<file path="config.mk">
export PLATFORM = sky130hd
export DESIGN_NAME = rgcl_cordic
export DESIGN_NICKNAME = d
export VERILOG_FILES = /design/src/rgcl_pkg.sv /design/src/rgcl_cordic.sv
export SDC_FILE = /design/constraint.sdc
export NUM_CORES = 2
export LEC_CHECK = 0
export BUFFER_PORTS_ARGS = -buffer_cell sky130_fd_sc_hd__buf_2
export CELL_PAD_IN_SITES_DETAIL_PLACEMENT = 1
export CELL_PAD_IN_SITES_GLOBAL_PLACEMENT = 1
export CORE_MARGIN = 2
export CORE_UTILIZATION = 30
export CTS_CLUSTER_DIAMETER = 30
export CTS_CLUSTER_SIZE = 28
export DETAILED_ROUTE_END_ITERATION = 6
export PLACE_DENSITY = 0.53
export SLEW_MARGIN = 15
export SYNTH_ARGS = -nofsm -noshare
export SYNTH_HDL_FRONTEND = slang
export SYNTH_SLANG_ARGS = --single-unit
</file>
<file path="constraint.sdc">
create_clock -name aclk -period 15.6 [get_ports aclk]
set_clock_uncertainty 0.1 [all_clocks]
set_input_delay 0.78 -clock aclk [delete_from_list [all_inputs] [get_ports aclk]]
set_output_delay 0.78 -clock aclk [all_outputs]
set_load 0.01 [all_outputs]
</file>
<file path="src/rgcl_pkg.sv">
`timescale 1ns / 1ps
// shared constants, tables and types for the route great-circle length block
// no dependencies

package rgcl_pkg;

    localparam int CORDIC_ITERATIONS = 60;
    localparam int IDX_W = $clog2(CORDIC_ITERATIONS);
    localparam int TAB_DEPTH = 1 << IDX_W;

    localparam logic signed [63:0] Q_ONE = 64'sh1000_0000_0000_0000;
    localparam logic [63:0] PI_Q58 = 64'h0C90_FDAA_2216_8C23;
    localparam logic [63:0] PI_Q61 = 64'h6487_ED51_10B4_611A;
    localparam logic [63:0] DEG_TO_RAD_Q61 = PI_Q61 / 64'd180;

    localparam int R_W = 36;
    localparam logic signed [R_W-1:0] TURN_Q24 = R_W'(64'd360 << 24);
    localparam logic signed [R_W-1:0] HALF_TURN_Q24 = R_W'(64'd180 << 24);

    localparam logic [32:0] TOTAL_MAX = 33'h1_FFFF_FFFF;
    localparam logic [31:0] OUT_MAX = 32'hFFFF_FFFF;
    localparam logic [31:0] RADIUS_RESET = 32'd418014036;

    typedef logic signed [63:0] angle_tab_t [TAB_DEPTH];

    typedef struct packed {
        logic start;
        logic acos;
    } cord_req_t;

    // atan(2^-i) in q2.60 by truncated series terms
    function automatic angle_tab_t build_angle_tab();
        angle_tab_t tab;
        longint sum;
        longint term;
        int e;
        int k;
        tab[0] = PI_Q58;
        for (int i = 1; i < TAB_DEPTH; i++) begin
            sum = 0;
            k = 0;
            for (e = i; e <= 60; e += 2 * i) begin
                term = longint'((64'd1 << (60 - e)) / 64'(2 * k + 1));
                sum = k[0] ? sum - term : sum + term;
                k++;
            end
            tab[i] = sum;
        end
        return tab;
    endfunction

    // reciprocal of the double-rotation gain, truncated q2.60
    function automatic logic [63:0] calc_inv_gain();
        logic [63:0] g;
        logic [63:0] r;
        logic [63:0] q;
        g = Q_ONE;
        for (int i = 0; i < CORDIC_ITERATIONS; i++) begin
            if (2 * i < 63) g = g + (g >> (2 * i));
        end
        r = Q_ONE;
        q = '0;
        for (int n = 0; n < 60; n++) begin
            r = r << 1;
            q = q << 1;
            if (r >= g) begin
                r = r - g;
                q[0] = 1'b1;
            end
        end
        return q;
    endfunction

    localparam angle_tab_t ANGLE_TAB = build_angle_tab();
    localparam logic signed [63:0] INV_GAIN = calc_inv_gain();

endpackage

</file>
<file path="src/rgcl_cordic.sv">
`timescale 1ns / 1ps
// shared double-rotation cordic: sine/cosine and arccosine, one rotation per cycle
// depends on rgcl_pkg for the angle table, gain and iteration count

module rgcl_cordic (
    input  logic                    aclk,
    input  logic                    aresetn,
    input  rgcl_pkg::cord_req_t     req,
    input  logic signed [63:0]      arg,
    output logic                    done,
    output logic signed [63:0]      x_out,
    output logic signed [63:0]      y_out,
    output logic signed [63:0]      ang_out
);
    import rgcl_pkg::*;

    logic                    busy_reg;
    logic                    done_reg;
    logic                    pass_reg;
    logic                    up_reg;
    logic                    acos_reg;
    logic [IDX_W-1:0]        i_reg;
    logic signed [63:0]      x_reg;
    logic signed [63:0]      y_reg;
    logic signed [63:0]      ang_reg;
    logic signed [63:0]      t_reg;
    logic                    up_now;
    logic signed [63:0]      dx;
    logic signed [63:0]      dy;
    logic signed [63:0]      two_a;
    logic [IDX_W:0]          t_sh;

    always_comb begin
        if (pass_reg) begin
            up_now = up_reg;
        end else if (acos_reg) begin
            up_now = (y_reg >= 0) ? (x_reg > t_reg) : (ang_reg < 0);
        end else begin
            up_now = (ang_reg >= 0);
        end
        dx    = y_reg >>> i_reg;
        dy    = x_reg >>> i_reg;
        two_a = ANGLE_TAB[i_reg] <<< 1;
        t_sh  = {i_reg, 1'b0};
    end

    always_ff @(posedge aclk) begin
        if (!aresetn) begin
            busy_reg <= 1'b0;
            done_reg <= 1'b0;
            pass_reg <= 1'b0;
            i_reg    <= '0;
        end else begin
            done_reg <= !req.start && busy_reg && pass_reg
                        && (i_reg == IDX_W'(CORDIC_ITERATIONS - 1));
            if (req.start) begin
                acos_reg <= req.acos;
                x_reg    <= req.acos ? Q_ONE : INV_GAIN;
                y_reg    <= '0;
                ang_reg  <= req.acos ? 64'sd0 : arg;
                t_reg    <= arg;
                i_reg    <= '0;
                pass_reg <= 1'b0;
                busy_reg <= 1'b1;
            end else if (busy_reg) begin
                x_reg <= up_now ? x_reg - dx : x_reg + dx;
                y_reg <= up_now ? y_reg + dy : y_reg - dy;
                if (!pass_reg) begin
                    up_reg   <= up_now;
                    pass_reg <= 1'b1;
                end else begin
                    pass_reg <= 1'b0;
                    ang_reg  <= (up_now != acos_reg) ? ang_reg - two_a : ang_reg + two_a;
                    // target tracks the gain while the shift still fits the word
                    if (t_sh < (IDX_W+1)'(63)) t_reg <= t_reg + (t_reg >>> t_sh);
                    i_reg <= i_reg + 1'b1;
                    if (i_reg == IDX_W'(CORDIC_ITERATIONS - 1)) begin
                        busy_reg <= 1'b0;
                    end
                end
            end
        end
    end

    assign done    = done_reg;
    assign x_out   = x_reg;
    assign y_out   = y_reg;
    assign ang_out = ang_reg;

endmodule

</file>
## Word level (Yosys, flattened, before mapping)

Memories as Yosys holds them, arrays and structs flattened.
Index checks and enable logic that the tools add are counted.
Widths: inputs -> output; s select.

| word-level totals | value |
|---|---|
| ROM bits | 4,096 |
| flip-flop bits (word level) | 267 |
| memories kept | 1 |

| cells by class | value |
|---|---|
| multiplexer cells | 25 |
| bitwise logic cells | 4 |
| shift-type cells | 3 |
| eq/ne operators | 2 |
| $add $sub $neg | 8 |
| reductions and logical operators | 14 |
| $lt $le $gt $ge | 6 |

Memory list:

| memory | words | width | rd ports | clocked after Yosys merged registers in | write ports | line | source |
|---|---|---|---|---|---|---|---|
| (no name shown) | 64 | 64 | 1 | 0 | 0 | rgcl_cordic.sv:43 | `two_a = ANGLE_TAB[i_reg] <<< 1;` |

Operators by type and width:

| kind | number |
|---|---|
| $mux 64 | 14 |
| $add 64x64->64 | 4 |
| $sub 64x64->64 | 3 |
| $ge 64x1->1 const B | 2 |
| $sshr 64x6->64 | 2 |
| $mux 63 | 2 |
| $gt 64x64->1 | 1 |
| $lt 64x1->1 const B | 1 |
| $sshr 64x7->64 | 1 |
| $mux 61 | 1 |
| $mux 1 | 8 |
| $reduce_and 4->1 | 2 |
| $ge 7x7->1 const B | 1 |
| $lt 7x6->1 const B | 1 |
| $not 6->7 | 1 |
| $add 6x1->6 const B | 1 |
| $eq 6x6->1 const B | 1 |
| $reduce_and 2->1 | 3 |
| $reduce_bool 2->1 | 3 |
| $logic_and 1x1->1 | 3 |
| $not 1->1 | 3 |
| $reduce_and 3->1 | 1 |
| $reduce_or 2->1 | 1 |
| $logic_not 1->1 | 1 |
| $ne 1x1->1 | 1 |

## Logic depth before layout (Yosys ltp)

| logic depth | value |
|---|---|
| depth in word-level cells | 9 |
| mapped depth | 38 |
| depth with buffers taken out | 29 |

## Worst setup path before layout

No wires, ideal clock.

| path | value |
|---|---|
| path type | register to register |
| start point | register i_reg[0] |
| end point | register ang_reg[61] (netlist: ang_out[61]), data pin |
| period minus slack after synthesis | 8,339 ps |
| stages on the path, launching flop included | 33 |
| arrival time | 7,972 ps |
| required time | 15,233 ps |
| buffers on the path | 9 |
| setup slack | 7,261 ps |
| path through | dfxtp_1 -> buf_4 -> inv_2 -> buf_4 -> buf_4 -> buf_1 -> buf_2 -> clkbuf_1 -> buf_1 -> clkbuf_1 -> ha_1 -> clkbuf_1 -> nand2_1 -> a21o_1 -> a32oi_1 -> nor3b_1 -> nand2_1 -> nor3_1 -> a21oi_1 -> xor2_1 -> ha_1 -> nor2b_1 -> o21a_1 -> o31a_1 -> o311ai_0 -> o211ai_1 -> a221oi_1 -> a21oi_1 -> o22ai_1 -> o21ai_0 -> a221oi_1 -> xor2_1 -> o21ai_0 |

| on the way | value |
|---|---|
| longest elaborated chain between the ends | 9 |

RTL lines:

| item | line | source |
|---|---|---|
| from (decl) | rgcl_cordic.sv:22 | `logic [IDX_W-1:0] i_reg;` |
| from (signal assigned) | rgcl_cordic.sv:76 | `i_reg <= i_reg + 1'b1;` |
| $not 6->7 (implied by the code) * | rgcl_cordic.sv:43 |  |
| $mem_v2 64x64 * | -- |  |
| $mux 63 (implied by the code) * (2 in a row) | rgcl_cordic.sv:43 |  |
| $add 64x64->64 or $sub 64x64->64 (tied branches) | rgcl_cordic.sv:73 | `ang_reg <= (up_now != acos_reg) ? ang_reg - two_a : ang_reg + two_a;` |
| $mux 64 * | rgcl_cordic.sv:73 |  |
| $mux 64 * | rgcl_cordic.sv:68 | `if (!pass_reg) begin` |
| $mux 64 * | rgcl_cordic.sv:65 | `end else if (busy_reg) begin` |
| $mux 64 * | rgcl_cordic.sv:56 | `if (req.start) begin` |
| to (signal assigned) | rgcl_cordic.sv:60 | `ang_reg <= req.acos ? 64'sd0 : arg;` |
| to (signal assigned) | rgcl_cordic.sv:73 |  |
| to (decl) | rgcl_cordic.sv:25 | `logic signed [63:0] ang_reg;` |

Every way passes the cells marked *; elsewhere a longest branch is shown, timed or not. The select of a mux whose other input is x is not followed.
A chain may end at the register's enable or synchronous reset.

## Worst setup path in the final report

| path | value |
|---|---|
| start point | register i_reg[3] |
| end point | register y_reg[59] (netlist: y_out[59]), data pin |

| on the way | value |
|---|---|
| longest elaborated chain between the ends | 4 |

RTL lines:

| item | line | source |
|---|---|---|
| $sshr 64x6->64 * | rgcl_cordic.sv:42 | `dy = x_reg >>> i_reg;` |
| $sub 64x64->64 or $add 64x64->64 (tied branches) | rgcl_cordic.sv:67 | `y_reg <= up_now ? y_reg + dy : y_reg - dy;` |
| $mux 64 * | rgcl_cordic.sv:67 |  |
| $mux 64 * | rgcl_cordic.sv:65 |  |
| to (signal assigned) | rgcl_cordic.sv:67 |  |
| to (decl) | rgcl_cordic.sv:24 | `logic signed [63:0] y_reg;` |

Marked as above.

==> results.md <==
* Final antenna-violating net count at 0
* Worst-Margin Slew at 1.29 ns
* Synth area leaders: edfxtp_1 (17%), mux4_2 (11%), ha_1 (9.3%), o21ai_0 (5.3%), nand2_1 (5.2%)
* Slew margin rel. at 0.139
* Worst Hold Class: in2reg
* Multiplexer share of the synthesized area at 0.192
* Max stage delay on crit path at 0.77 ns
* Final std cells w/o fill at 7,787
* Total of max-cap violations at 0
* Clock root buffer: clkbuf_16
* PortBufs at 260
* TritonCTS clock tree: built
* Top cell type's share of synthesized area at 0.169
* Pins Over Slew Limit at 0
* Filler instances at 17,900
* Overall routed net length at 238 mm
* CP max-delay cell: buf_4
* Crit Path Max Fanout at 146
* GRT Total Usage at 0.295
* Design area at 52,400 µm²
* Sink Count at 267
* Synth async-reset ratio at 0
* DP Area at 49,000 µm²
* Post-synthesis compound-gate area fraction at 0.240
* Starting density of the core at 0.302
* CTS Buffer Depth at 3
* Drt first-iter violations at 5,071
* Syn-to-layout area delta at 14.1%
* Tcrit/Tclk final at 0.646
* Most common cell on crit path: a21o_1
* Reg2Reg Depth at 29
* Critical R2R Launch: i_reg[3]
* Largest net degree at the start of global routing at 147
* Leak pwr at 21.4 nW
* Sequential share of the synthesized area at 0.173
* Synth area leader: edfxtp_1
* PD cells at 229 nW/µm²
* Residual DRC at 0
* Main combinational cell family by area after synthesis: compound AO/OA/AOI/OAI gates
* WL per Instance at 30.6 µm
* Avg Inst Size Synth at 8.27 µm²
* H-tree levels at 3
* Net count after synthesis at 5,967
* Final Total Pwr at 12.0 mW
* Mapped Cells at 5,554
* Post-synth top flop: edfxtp_1
* GRT overflow at 0
* Vias at 47,600
* Crit. End Element: register
* Setup crit start: i_reg[3]
* Netlist cell types at 103
* Crit path time final at 10.08 ns
* Vias in the first global route at 47,100
* FF+latch count, synth at 267
* FF-to-FF End: y_out[59]
* Initial antenna violation count at 15
* Post-synthesis adder-cell area fraction at 0.0947
* Total CTS buffers at 100
* Site Rows at 143
* Final setup violation count at 0
* Post-layout nets at 6,080
* Worst setup SP type: register
* Vias per std cell at 6.11
* RSZ-0062 raised after global routing: false
* Post-CTS Hold Buffers at 0
* F_max at 99.2 MHz
* Share of post-route cells with drive strength above 1 at 0.164
* Yosys warnings at 0
* GPL Wtd Cong at 0.975
* WP data arrival at 10.40 ns
* Global-route wire length before repair at 343 mm
* Post-synth EDFFs at 258
* Drt first pass iters at 5
* Max VDD drop at 0.000109 V
* Type of the worst setup path: reg2reg
* CTS resizes at 0
* Post-Synth Simple-Gate Area at 0.171
* Xor/xnor share of the synthesized area at 0.0786
* Core area at 152,000 µm²
* Clock latency at the later pin of the worst-skew pair at 0.74 ns
* Die Wd at 395 µm
* Setup Fix Bufs, Post-CTS at 0
* Outcome: complete, no violations
* CP Data Required Time at 15.92 ns
* Synth Cell Area at 45,900 µm²
* Die area at 156,000 µm²
* Final Hold Fails at 0
* Placed cells at 7,595
* Die Y at 395 µm
* CP endpoint: y_out[59]
* Flop-to-flop setup slack at 5.52 ns
* Setup_tns at 0 ns
* Reg clk slew, reported paths at 0.04 ns
* Fin util at 0.345
* Io pins at 261
* Hpwl dp at 185 mm
[cells in the final DEF, fill, tap and decap left out, drive strengths merged, types with 99 or more instances in the layout]
cell    synthesis  final
clkbuf        210    123
xor2          197    197
buf           161    382
mux4          239    239
nand2         641    641
o21ai         488    488
inv           172    172
mux2           99     99
mux2i         222    222
nor2          460    460
edfxtp        258    258
xnor2         215    215
a21o          206    206
ha            341    341
a21oi         450    450
[report_power, final]
part | switching (mW) | total (mW) | internal, mW
Sequential | 0.552 | 1.72 | 1.17
Clock | 0.620 | 1.97 | 1.35
Combinational | 5.03 | 8.31 | 3.28
Total | 6.20 | 12.0 | 5.80
[area by class of cell]
class | instances | area, µm² | share of cell area
antenna | 4 | 10.0 | 0.000191
clock buffer | 123 | 2620 | 0.0500
clock inverter | 65 | 708 | 0.0135
inverter | 175 | 674 | 0.0129
multi-input combinational | 4741 | 35600 | 0.680
sequential | 267 | 7950 | 0.152
tap | 2030 | 2540 | 0.0485
timing repair buffer | 382 | 2240 | 0.0428
[metrics by stage]
step | hold slack, ns | setup WS (ns)
final | 0.244 | 5.52
after detailed placement | 0.445 | 5.68
after floorplan | 0.406 | 7.26
after CTS | 0.188 | 5.62
after global placement | 0.438 | 5.77
after global routing | 0.249 | 5.01
[worst min path at each step]
stage | startpoint | to | slack [ns] | depth (start not counted)
2_1_floorplan | busy_reg | pass_reg | 0.41 | 2
5_1_grt | arg[15] | ang_out[15] | 0.25 | 3
4_1_cts | arg[15] | ang_out[15] | 0.19 | 3
3_5_place_dp | busy_reg | pass_reg | 0.44 | 2
6_report | arg[15] | ang_out[15] | 0.24 | 3
3_3_place_gp | busy_reg | pass_reg | 0.44 | 2
[synthesized netlist by cell type (all sizes together), types with 69 or more instances]
cell type  instances
o21ai            488
ha               341
mux4             239
edfxtp           258
nor2b             71
nor3              80
nor2             460
a31oi             69
mux2i            222
buf              161
xor2             197
a21oi            450
nand2            641
nand3             94
xnor2            215
clkbuf           210
mux2              99
a21o             206
inv              172
[critical path, delay by kind of cell (launching register included)]
| family | cells | cell delay, ns |
|---|---|---|
| xor+xnor | 2 | 0.38 |
| mux | 4 | 1.15 |
| flops | 1 | 0.60 |
| buf+inv | 3 | 1.30 |
| simple gates | 6 | 1.36 |
| compound gates | 12 | 4.04 |
| fa+ha+maj | 2 | 0.49 |
[cells by family (layout without fill, tap and decap cells)]
family / Yosys count / after routing
flip-flops: 267 / 267
XOR/XNOR: 412 / 412
adder cells (fa/ha/maj): 345 / 345
other: 0 / 4
buffers and inverters: 546 / 745
AO/OA/AOI/OAI: 1737 / 1737
AND/OR/NAND/NOR: 1687 / 1687
multiplexers: 560 / 560
[metal layers]
| metal | track usage | share of wire | vias up | routed length, µm |
|---|---|---|---|---|
| li1 | - | - | 21100 | - |
| met1 | 0.422 | 0.46 | 24100 | 109000 |
| met2 | 0.439 | 0.42 | 2065 | 101000 |
| met3 | 0.0557 | 0.081 | 371 | 19300 |
| met4 | 0.103 | 0.036 | 0 | 8550 |
| met5 | 0 | 0 | - | 0 |
No activity file was read; power rests on OpenSTA's default activity.
