`src/rgcl_pkg.sv`:
```
`timescale 1ns / 1ps
// shared constants, tables and types for the route great-circle length block
// no dependencies

package rgcl_pkg;

    localparam int CORDIC_ITERATIONS = 60;
    localparam int IDX_W = $clog2(CORDIC_ITERATIONS);
    localparam int TAB_DEPTH = 1 << IDX_W;

    localparam logic signed [63:0] Q_ONE = 64'sh1000_0000_0000_0000;
    localparam logic [63:0] PI_Q58 = 64'h0C90_FDAA_2216_8C23;
    localparam logic [63:0] PI_Q61 = 64'h6487_ED51_10B4_611A;
    localparam logic [63:0] DEG_TO_RAD_Q61 = PI_Q61 / 64'd180;

    localparam int R_W = 36;
    localparam logic signed [R_W-1:0] TURN_Q24 = R_W'(64'd360 << 24);
    localparam logic signed [R_W-1:0] HALF_TURN_Q24 = R_W'(64'd180 << 24);

    localparam logic [32:0] TOTAL_MAX = 33'h1_FFFF_FFFF;
    localparam logic [31:0] OUT_MAX = 32'hFFFF_FFFF;
    localparam logic [31:0] RADIUS_RESET = 32'd418014036;

    typedef logic signed [63:0] angle_tab_t [TAB_DEPTH];

    typedef struct packed {
        logic start;
        logic acos;
    } cord_req_t;

    // atan(2^-i) in q2.60 by truncated series terms
    function automatic angle_tab_t build_angle_tab();
        angle_tab_t tab;
        longint sum;
        longint term;
        int e;
        int k;
        tab[0] = PI_Q58;
        for (int i = 1; i < TAB_DEPTH; i++) begin
            sum = 0;
            k = 0;
            for (e = i; e <= 60; e += 2 * i) begin
                term = longint'((64'd1 << (60 - e)) / 64'(2 * k + 1));
                sum = k[0] ? sum - term : sum + term;
                k++;
            end
            tab[i] = sum;
        end
        return tab;
    endfunction

    // reciprocal of the double-rotation gain, truncated q2.60
    function automatic logic [63:0] calc_inv_gain();
        logic [63:0] g;
        logic [63:0] r;
        logic [63:0] q;
        g = Q_ONE;
        for (int i = 0; i < CORDIC_ITERATIONS; i++) begin
            if (2 * i < 63) g = g + (g >> (2 * i));
        end
        r = Q_ONE;
        q = '0;
        for (int n = 0; n < 60; n++) begin
            r = r << 1;
            q = q << 1;
            if (r >= g) begin
                r = r - g;
                q[0] = 1'b1;
            end
        end
        return q;
    endfunction

    localparam angle_tab_t ANGLE_TAB = build_angle_tab();
    localparam logic signed [63:0] INV_GAIN = calc_inv_gain();

endpackage

```
`src/rgcl_mul.sv`:
```
`timescale 1ns / 1ps
// 64x64 unsigned multiplier built from one 32x32 multiplier, four partial products accumulated in turn
// depends on rgcl_pkg (none of its items beyond the import)

module rgcl_mul (
    input  logic         aclk,
    input  logic         aresetn,
    input  logic         start,
    input  logic [63:0]  op_a,
    input  logic [63:0]  op_b,
    output logic         done,
    output logic [127:0] product
);
    import rgcl_pkg::*;

    logic         busy_reg;
    logic         done_reg;
    logic [2:0]   cnt_reg;
    logic [63:0]  a_reg;
    logic [63:0]  b_reg;
    logic [63:0]  pp_reg;
    logic [1:0]   pp_sh_reg;
    logic [127:0] acc_reg;
    logic [31:0]  a_half;
    logic [31:0]  b_half;
    logic [1:0]   sh_sel;
    logic [127:0] pp_shifted;

    always_comb begin
        unique case (cnt_reg[1:0])
            2'd0: begin a_half = a_reg[31:0];  b_half = b_reg[31:0];  sh_sel = 2'd0; end
            2'd1: begin a_half = a_reg[31:0];  b_half = b_reg[63:32]; sh_sel = 2'd1; end
            2'd2: begin a_half = a_reg[63:32]; b_half = b_reg[31:0];  sh_sel = 2'd1; end
            default: begin a_half = a_reg[63:32]; b_half = b_reg[63:32]; sh_sel = 2'd2; end
        endcase
        unique case (pp_sh_reg)
            2'd0: pp_shifted = {64'd0, pp_reg};
            2'd1: pp_shifted = {32'd0, pp_reg, 32'd0};
            default: pp_shifted = {pp_reg, 64'd0};
        endcase
    end

    always_ff @(posedge aclk) begin
        if (!aresetn) begin
            busy_reg <= 1'b0;
            done_reg <= 1'b0;
            cnt_reg  <= '0;
        end else begin
            done_reg <= !start && busy_reg && (cnt_reg == 3'd4);
            if (start) begin
                a_reg     <= op_a;
                b_reg     <= op_b;
                pp_reg    <= '0;
                pp_sh_reg <= 2'd0;
                acc_reg   <= '0;
                cnt_reg   <= '0;
                busy_reg  <= 1'b1;
            end else if (busy_reg) begin
                // accumulate the previous partial product while forming the next
                acc_reg   <= acc_reg + pp_shifted;
                pp_reg    <= 64'(a_half) * 64'(b_half);
                pp_sh_reg <= sh_sel;
                cnt_reg   <= cnt_reg + 3'd1;
                if (cnt_reg == 3'd4) begin
                    busy_reg <= 1'b0;
                end
            end
        end
    end

    assign done    = done_reg;
    assign product = acc_reg;

endmodule

```
`config.mk`:
```
export PLATFORM = sky130hd
export DESIGN_NAME = rgcl_mul
export DESIGN_NICKNAME = d
export VERILOG_FILES = /design/src/rgcl_pkg.sv /design/src/rgcl_mul.sv
export SDC_FILE = /design/constraint.sdc
export NUM_CORES = 2
export LEC_CHECK = 0
export ABC_CLOCK_PERIOD_IN_PS = 9300
export BUFFER_PORTS_ARGS = -buffer_cell sky130_fd_sc_hd__buf_2
export CORE_UTILIZATION = 32
export DETAILED_ROUTE_END_ITERATION = 10
export HOLD_SLACK_MARGIN = 0.03
export PLACE_DENSITY = 0.49
export SYNTH_ARGS = -nofsm -noshare
export SYNTH_HDL_FRONTEND = slang
export SYNTH_SLANG_ARGS = --single-unit
```
`constraint.sdc`:
```
create_clock -name aclk -period 9.3 [get_ports aclk]
set_input_delay 1.395 -clock aclk [delete_from_list [all_inputs] [get_ports aclk]]
set_output_delay 1.395 -clock aclk [all_outputs]
set_load 0.1 [all_outputs]
```
# Word-level counts from Yosys, hierarchy flattened
# Index checks and enable logic that the tools add are counted.
# word_totals
regBits,327
output_inout_bits,129
elab_cells,38
# op_classes
addsub,2
n_mul,1
n_eq_ne,4
mux,10
n_bitwise,1
reduce_logical,12
# op_table
cell,n
one-hot mux 128 bit (2 select lines),1
adder 128 bit,1
two-way mux 128 bit,1
multiplier 32 x 32 -> 64 bit,1
two-way mux 32 bit,2
two-way mux 64 bit,1
OR reduction 2 bit,4
equality test 2 x 1 -> 1 bit (second input constant),2
zero test 2 bit,2
one-hot mux 2 bit (2 select lines),1
AND reduction 2 bit,2
adder 3 x 1 -> 3 bit (second input constant),1
equality test 3 bit (second input constant),1
two-way mux 1 bit,3
equality test 2 bit (second input constant),1
logical AND 1 bit,2
two-way mux 2 bit,1
nonzero test 2 bit,1
zero test 1 bit,1
inverter 1 bit,1

# Longest topological paths before layout
# logic_depth
ltp_word,5
depth_mapped,36
depth_no_buf,32

# Least setup slack after synthesis
# OpenSTA, ideal clock, no wires.
# synth_path
path_kind,register to register
start,register cnt_reg[0]
end,register pp_reg[57] (data pin)
t_arrival_ps,8972
required_ps,9040
setup_slack_ps,68
path_stages_with_launch,32
n_path_buf,4
cell_sequence,dfxtp_1 -> inv_1 -> ha_1 -> nor2_1 -> buf_1 -> clkbuf_1 -> mux2i_1 -> clkbuf_1 -> nor2_1 -> fa_1 -> inv_1 -> fa_1 -> inv_1 -> fa_1 -> inv_1 -> fa_1 -> inv_1 -> fa_1 -> fa_1 -> fa_1 -> fa_1 -> ha_1 -> clkbuf_1 -> a21o_1 -> a21o_1 -> a221oi_1 -> o21ai_0 -> o21bai_1 -> a31o_2 -> a31o_2 -> a31oi_1 -> mux2_2
# synth_via
elab_chain_len,5
# synth_lines
element,line,rtl
start: declaration,rgcl_mul.sv:18,logic [2:0] cnt_reg;
start signal: assignment,rgcl_mul.sv:63,cnt_reg <= cnt_reg + 3'd1;
equality test 2 x 1 -> 1 bit (tied with other cells),rgcl_mul.sv:30,unique case (cnt_reg[1:0])
OR reduction 2 bit (no source line),--,
two-way mux 32 bit,rgcl_mul.sv:30,
multiplier 32 x 32 -> 64 bit (*),rgcl_mul.sv:61,pp_reg <= 64'(a_half) * 64'(b_half);
two-way mux 64 bit (*),rgcl_mul.sv:58,end else if (busy_reg) begin
end signal: assignment,rgcl_mul.sv:61,
end: declaration,rgcl_mul.sv:21,logic [63:0] pp_reg;
# Mark *: on every way between the ends. The rest lies on a longest branch, timed or not. The select of a mux whose other input is x is not followed.
# A chain may end at the register's enable or synchronous reset.

# Final worst setup path
# layout_path
start,register cnt_reg[0]
end,register pp_reg[54] (data pin)
# The elaborated chain is that of the path after synthesis.

==> flow_summary.json <==
{
  "main_combinational_cell_family_by_area_after_synthesis": "adder cells",
  "yosys.area_share.simple_pct": 15.3,
  "largest_register_ff_count": 128,
  "floorplan.initialDensity_pct": 32.3,
  "crit_path_start_kind": "flip-flop",
  "final.fill_count": 17200,
  "antenna_left": 0,
  "postRouteWirelength_microns": 204000,
  "clock_tree_from_tritoncts": "built",
  "route.layer.met1.wl_microns": 90000,
  "num-nets-final": 7584,
  "post_synth_instance_area_sq_um": 54200,
  "cts_buffers": 39,
  "post-route-worst-setup-slack_ns": 0.338,
  "total_of_max_cap_violations": 0,
  "global_route.usage.total_pct": 23.6,
  "antenna_found_initial": 4,
  "grt_pass1_vias": 44500,
  "synth-edff-count": 322,
  "dpl_worst_slack_ns": 0.0955,
  "status": "finished, final reports clean",
  "boundaryPins": 260,
  "gr-total-overflow": 0,
  "met2_wire_length_microns": 90100,
  "crit_top_cell": "sky130_fd_sc_hd__fa_1",
  "placeableCoreArea_sq_um": 168000,
  "cts_htree_levels": 2,
  "clkLatencyLatePin_ns": 0.65,
  "grt_max_degree": 169,
  "finalHoldWorstSlack_ns": 0.525,
  "cp_slowest_stage_delay_ns": 0.56,
  "ff_latch_area_sq_um": 9770,
  "synth_cell_types": 75,
  "routed-via-count": 43500,
  "syn_to_final_growth_pct": 12.0,
  "synth.avg_cell_area_sq_um": 9.09,
  "cts.sink_count": 327,
  "dieArea_sq_um": 171000,
  "mappedNetlistNets": 7384,
  "synth_compound_gate_area_share_pct": 9.94,
  "numPortBuffers": 259,
  "postLayoutCoreUtil_pct": 36.2,
  "worst_slew_margin_relative_to_its_limit_pct": 21.9,
  "hold_violations": 0,
  "crit_path_max_fanout": 27,
  "fin_tns_setup_ns": 0,
  "synth.mux.area_fraction_pct": 3.62,
  "synthCells": 5962,
  "clk_transition_reported_paths_ns": 0.06,
  "yosys_most_used_dff": "sky130_fd_sc_hd__edfxtp_1",
  "wl_per_cell_microns": 24.2,
  "via_per_inst": 5.18,
  "clock_tree.buffer_depth": 3,
  "drc": 0,
  "max_clock_freq_ghz": 0.112,
  "routed.top_layer": "met5",
  "yosysWarnings": 0,
  "worstPathArrival_ns": 9.35,
  "grt_pass1_wl_microns": 297000,
  "place.gp.congestion": 0.945,
  "clk_root_buffer_cell": "sky130_fd_sc_hd__clkbuf_16",
  "die-height_microns": 414,
  "detailedPlacementHpwl_microns": 168000,
  "layout-drive-gt1-share_pct": 10.9,
  "synth_async_sr_flop_share_pct": 0,
  "dr.pass1.iters": 6,
  "fin_worst_skew_ns": 0.0520,
  "drt_iter0_markers": 3652,
  "dr_wl_met3_microns": 14200,
  "actual_slew_at_the_worst_max_slew_pin_ns": 1.17,
  "finalSetupViolations": 0,
  "post_synth_fa_ha_maj_area_fraction_pct": 42.2,
  "yosysSeqAreaShare_pct": 18.0,
  "hold_class": "flip-flop to flip-flop",
  "post-route-period-util_pct": 96.4,
  "cp_data_required_time_ns": 9.69,
  "unrepaired_setup_endpoints_after_global_routing": "yes",
  "finalWorstPathRequiredPeriod_ns": 8.96,
  "ys_ff_latch": 327,
  "timing_max_transition_violations_final": 0,
  "chipWidth_microns": 414,
  "post_synth_xor_area_fraction_pct": 2.34,
  "fp-row-count": 150,
  "slowest_stage": "sky130_fd_sc_hd__fa_1",
  "worst-setup-path-type": "flip-flop to flip-flop",
  "multiInputGateArea_sq_um": 40100,
  "setup.worst_path.end_class": "flip-flop"
}
## routing by layer
metal / vias up / GRT usage (%)
met4: 2 / 9.13
met2: 1710 / 36.9
met1: 22000 / 32.8
li1: 19500 / -
met5: - / 0
met3: 301 / 3.57
## cells by family (layout without fill, tap and decap cells)
logic type,count (synthesis),after routing
simple gates,1931,1931
fa+ha+maj,1291,1291
buf+inv,1243,1474
compound gates,840,840
flops,327,327
mux,185,185
xor+xnor,145,145
other cells,0,2
## synth_stat cells (6+ instances only)
master	instances	area, sq um
sky130_fd_sc_hd__a221o_1	8	80.1
sky130_fd_sc_hd__a21o_1	123	923
sky130_fd_sc_hd__a21boi_0	23	173
sky130_fd_sc_hd__o21a_1	30	225
sky130_fd_sc_hd__clkbuf_1	278	1040
sky130_fd_sc_hd__mux2i_1	98	981
sky130_fd_sc_hd__a22o_1	32	280
sky130_fd_sc_hd__buf_1	8	30.0
sky130_fd_sc_hd__nand3_1	34	170
sky130_fd_sc_hd__or2_2	11	68.8
sky130_fd_sc_hd__and3_1	26	163
sky130_fd_sc_hd__o21ai_0	145	726
sky130_fd_sc_hd__nand2b_1	20	125
sky130_fd_sc_hd__inv_1	954	3580
sky130_fd_sc_hd__or3_1	14	87.6
sky130_fd_sc_hd__nor4_1	13	81.3
sky130_fd_sc_hd__nor3b_1	7	52.6
sky130_fd_sc_hd__and4_1	11	96.3
sky130_fd_sc_hd__ha_1	394	4930
sky130_fd_sc_hd__o211ai_1	13	97.6
sky130_fd_sc_hd__o221ai_1	6	52.6
sky130_fd_sc_hd__nor2_1	886	3330
sky130_fd_sc_hd__a21oi_1	281	1410
sky130_fd_sc_hd__xor2_1	54	473
sky130_fd_sc_hd__a211oi_1	12	90.1
sky130_fd_sc_hd__a31oi_1	31	194
sky130_fd_sc_hd__o21bai_1	60	450
sky130_fd_sc_hd__nor3_1	48	240
sky130_fd_sc_hd__xnor2_1	91	797
sky130_fd_sc_hd__a221oi_1	12	105
sky130_fd_sc_hd__nand4_1	82	513
sky130_fd_sc_hd__and2_1	88	551
sky130_fd_sc_hd__fa_1	897	18000
sky130_fd_sc_hd__nor2b_1	48	300
sky130_fd_sc_hd__edfxtp_1	322	9670
sky130_fd_sc_hd__nand2_1	627	2350
sky130_fd_sc_hd__mux2_2	86	968
sky130_fd_sc_hd__o31ai_1	18	135
## through the flow
step | std cells | area, sq um
floorplan | 5962 | 54200
global placement | 8321 | 59200
detailed placement | 8321 | 59200
CTS | 8393 | 60600
global route | 8397 | 60700
finish | 8399 | 60700
## worst paths after layout
| path | depth (start not counted) | slack [ns] | from | end |
|---|---|---|---|---|
| max | 28 | 0.34 | cnt_reg[0]$_SDFFE_PP0P_ | pp_reg[54]$_SDFFCE_PP0P_ |
| min | 2 | 0.53 | cnt_reg[2]$_SDFFE_PP0P_ | cnt_reg[2]$_SDFFE_PP0P_ |
| max reg2reg | 28 | 0.34 | cnt_reg[0]$_SDFFE_PP0P_ | pp_reg[54]$_SDFFCE_PP0P_ |
| min reg2reg | 2 | 0.53 | cnt_reg[2]$_SDFFE_PP0P_ | cnt_reg[2]$_SDFFE_PP0P_ |
## cells in the final DEF (no fill, tap or decap), types with 29 or more instances in the layout
| master | synthesis | layout |
|---|---|---|
| sky130_fd_sc_hd__a21o_1 | 123 | 123 |
| sky130_fd_sc_hd__a21oi_1 | 281 | 279 |
| sky130_fd_sc_hd__xnor2_1 | 91 | 91 |
| sky130_fd_sc_hd__nand3_1 | 34 | 34 |
| sky130_fd_sc_hd__clkbuf_16 | 0 | 40 |
| sky130_fd_sc_hd__fa_1 | 897 | 897 |
| sky130_fd_sc_hd__and2_1 | 88 | 87 |
| sky130_fd_sc_hd__mux2i_2 | 0 | 41 |
| sky130_fd_sc_hd__nor3_1 | 48 | 48 |
| sky130_fd_sc_hd__mux2_2 | 86 | 83 |
| sky130_fd_sc_hd__nor2_1 | 886 | 884 |
| sky130_fd_sc_hd__o21bai_1 | 60 | 60 |
| sky130_fd_sc_hd__o21ai_0 | 145 | 144 |
| sky130_fd_sc_hd__mux2i_1 | 98 | 52 |
| sky130_fd_sc_hd__inv_1 | 954 | 953 |
| sky130_fd_sc_hd__nor2b_1 | 48 | 47 |
| sky130_fd_sc_hd__nand4_1 | 82 | 82 |
| sky130_fd_sc_hd__a31oi_1 | 31 | 30 |
| sky130_fd_sc_hd__buf_12 | 0 | 34 |
| sky130_fd_sc_hd__o21a_1 | 30 | 29 |
| sky130_fd_sc_hd__edfxtp_1 | 322 | 322 |
| sky130_fd_sc_hd__ha_1 | 394 | 394 |
| sky130_fd_sc_hd__a22o_1 | 32 | 32 |
| sky130_fd_sc_hd__xor2_1 | 54 | 54 |
| sky130_fd_sc_hd__buf_4 | 0 | 148 |
| sky130_fd_sc_hd__nand2_1 | 627 | 627 |
| sky130_fd_sc_hd__buf_2 | 3 | 258 |
## critical path, delay by kind of cell (launching register included)
kind | cells | cell delay (ns)
fa+ha+maj | 10 | 4.56
mux | 2 | 0.85
flops | 1 | 0.39
simple gates | 3 | 0.37
compound gates | 8 | 1.68
buf+inv | 5 | 0.84
## area by class of cell
class	instances	share of cell area (%)
flip-flops and latches	327	16.1
diodes	2	0.00824
clock inverters	27	0.558
inverters	954	5.90
multi-input cells	4392	66.0
repair buffers	448	5.25
well taps	2204	4.54
clock buffers	45	1.66
## timing repair
item,in CTS,in global routing
hold endpoints to repair,0,0
buffers inserted,0,2
resized for setup,0,21
hold buffers,0,0
endpoints found under the setup margin,0,15
Power is left out: the tool's default activity adds up to more than one toggle a clock period on the data nets, which glitch-free logic cannot reach.
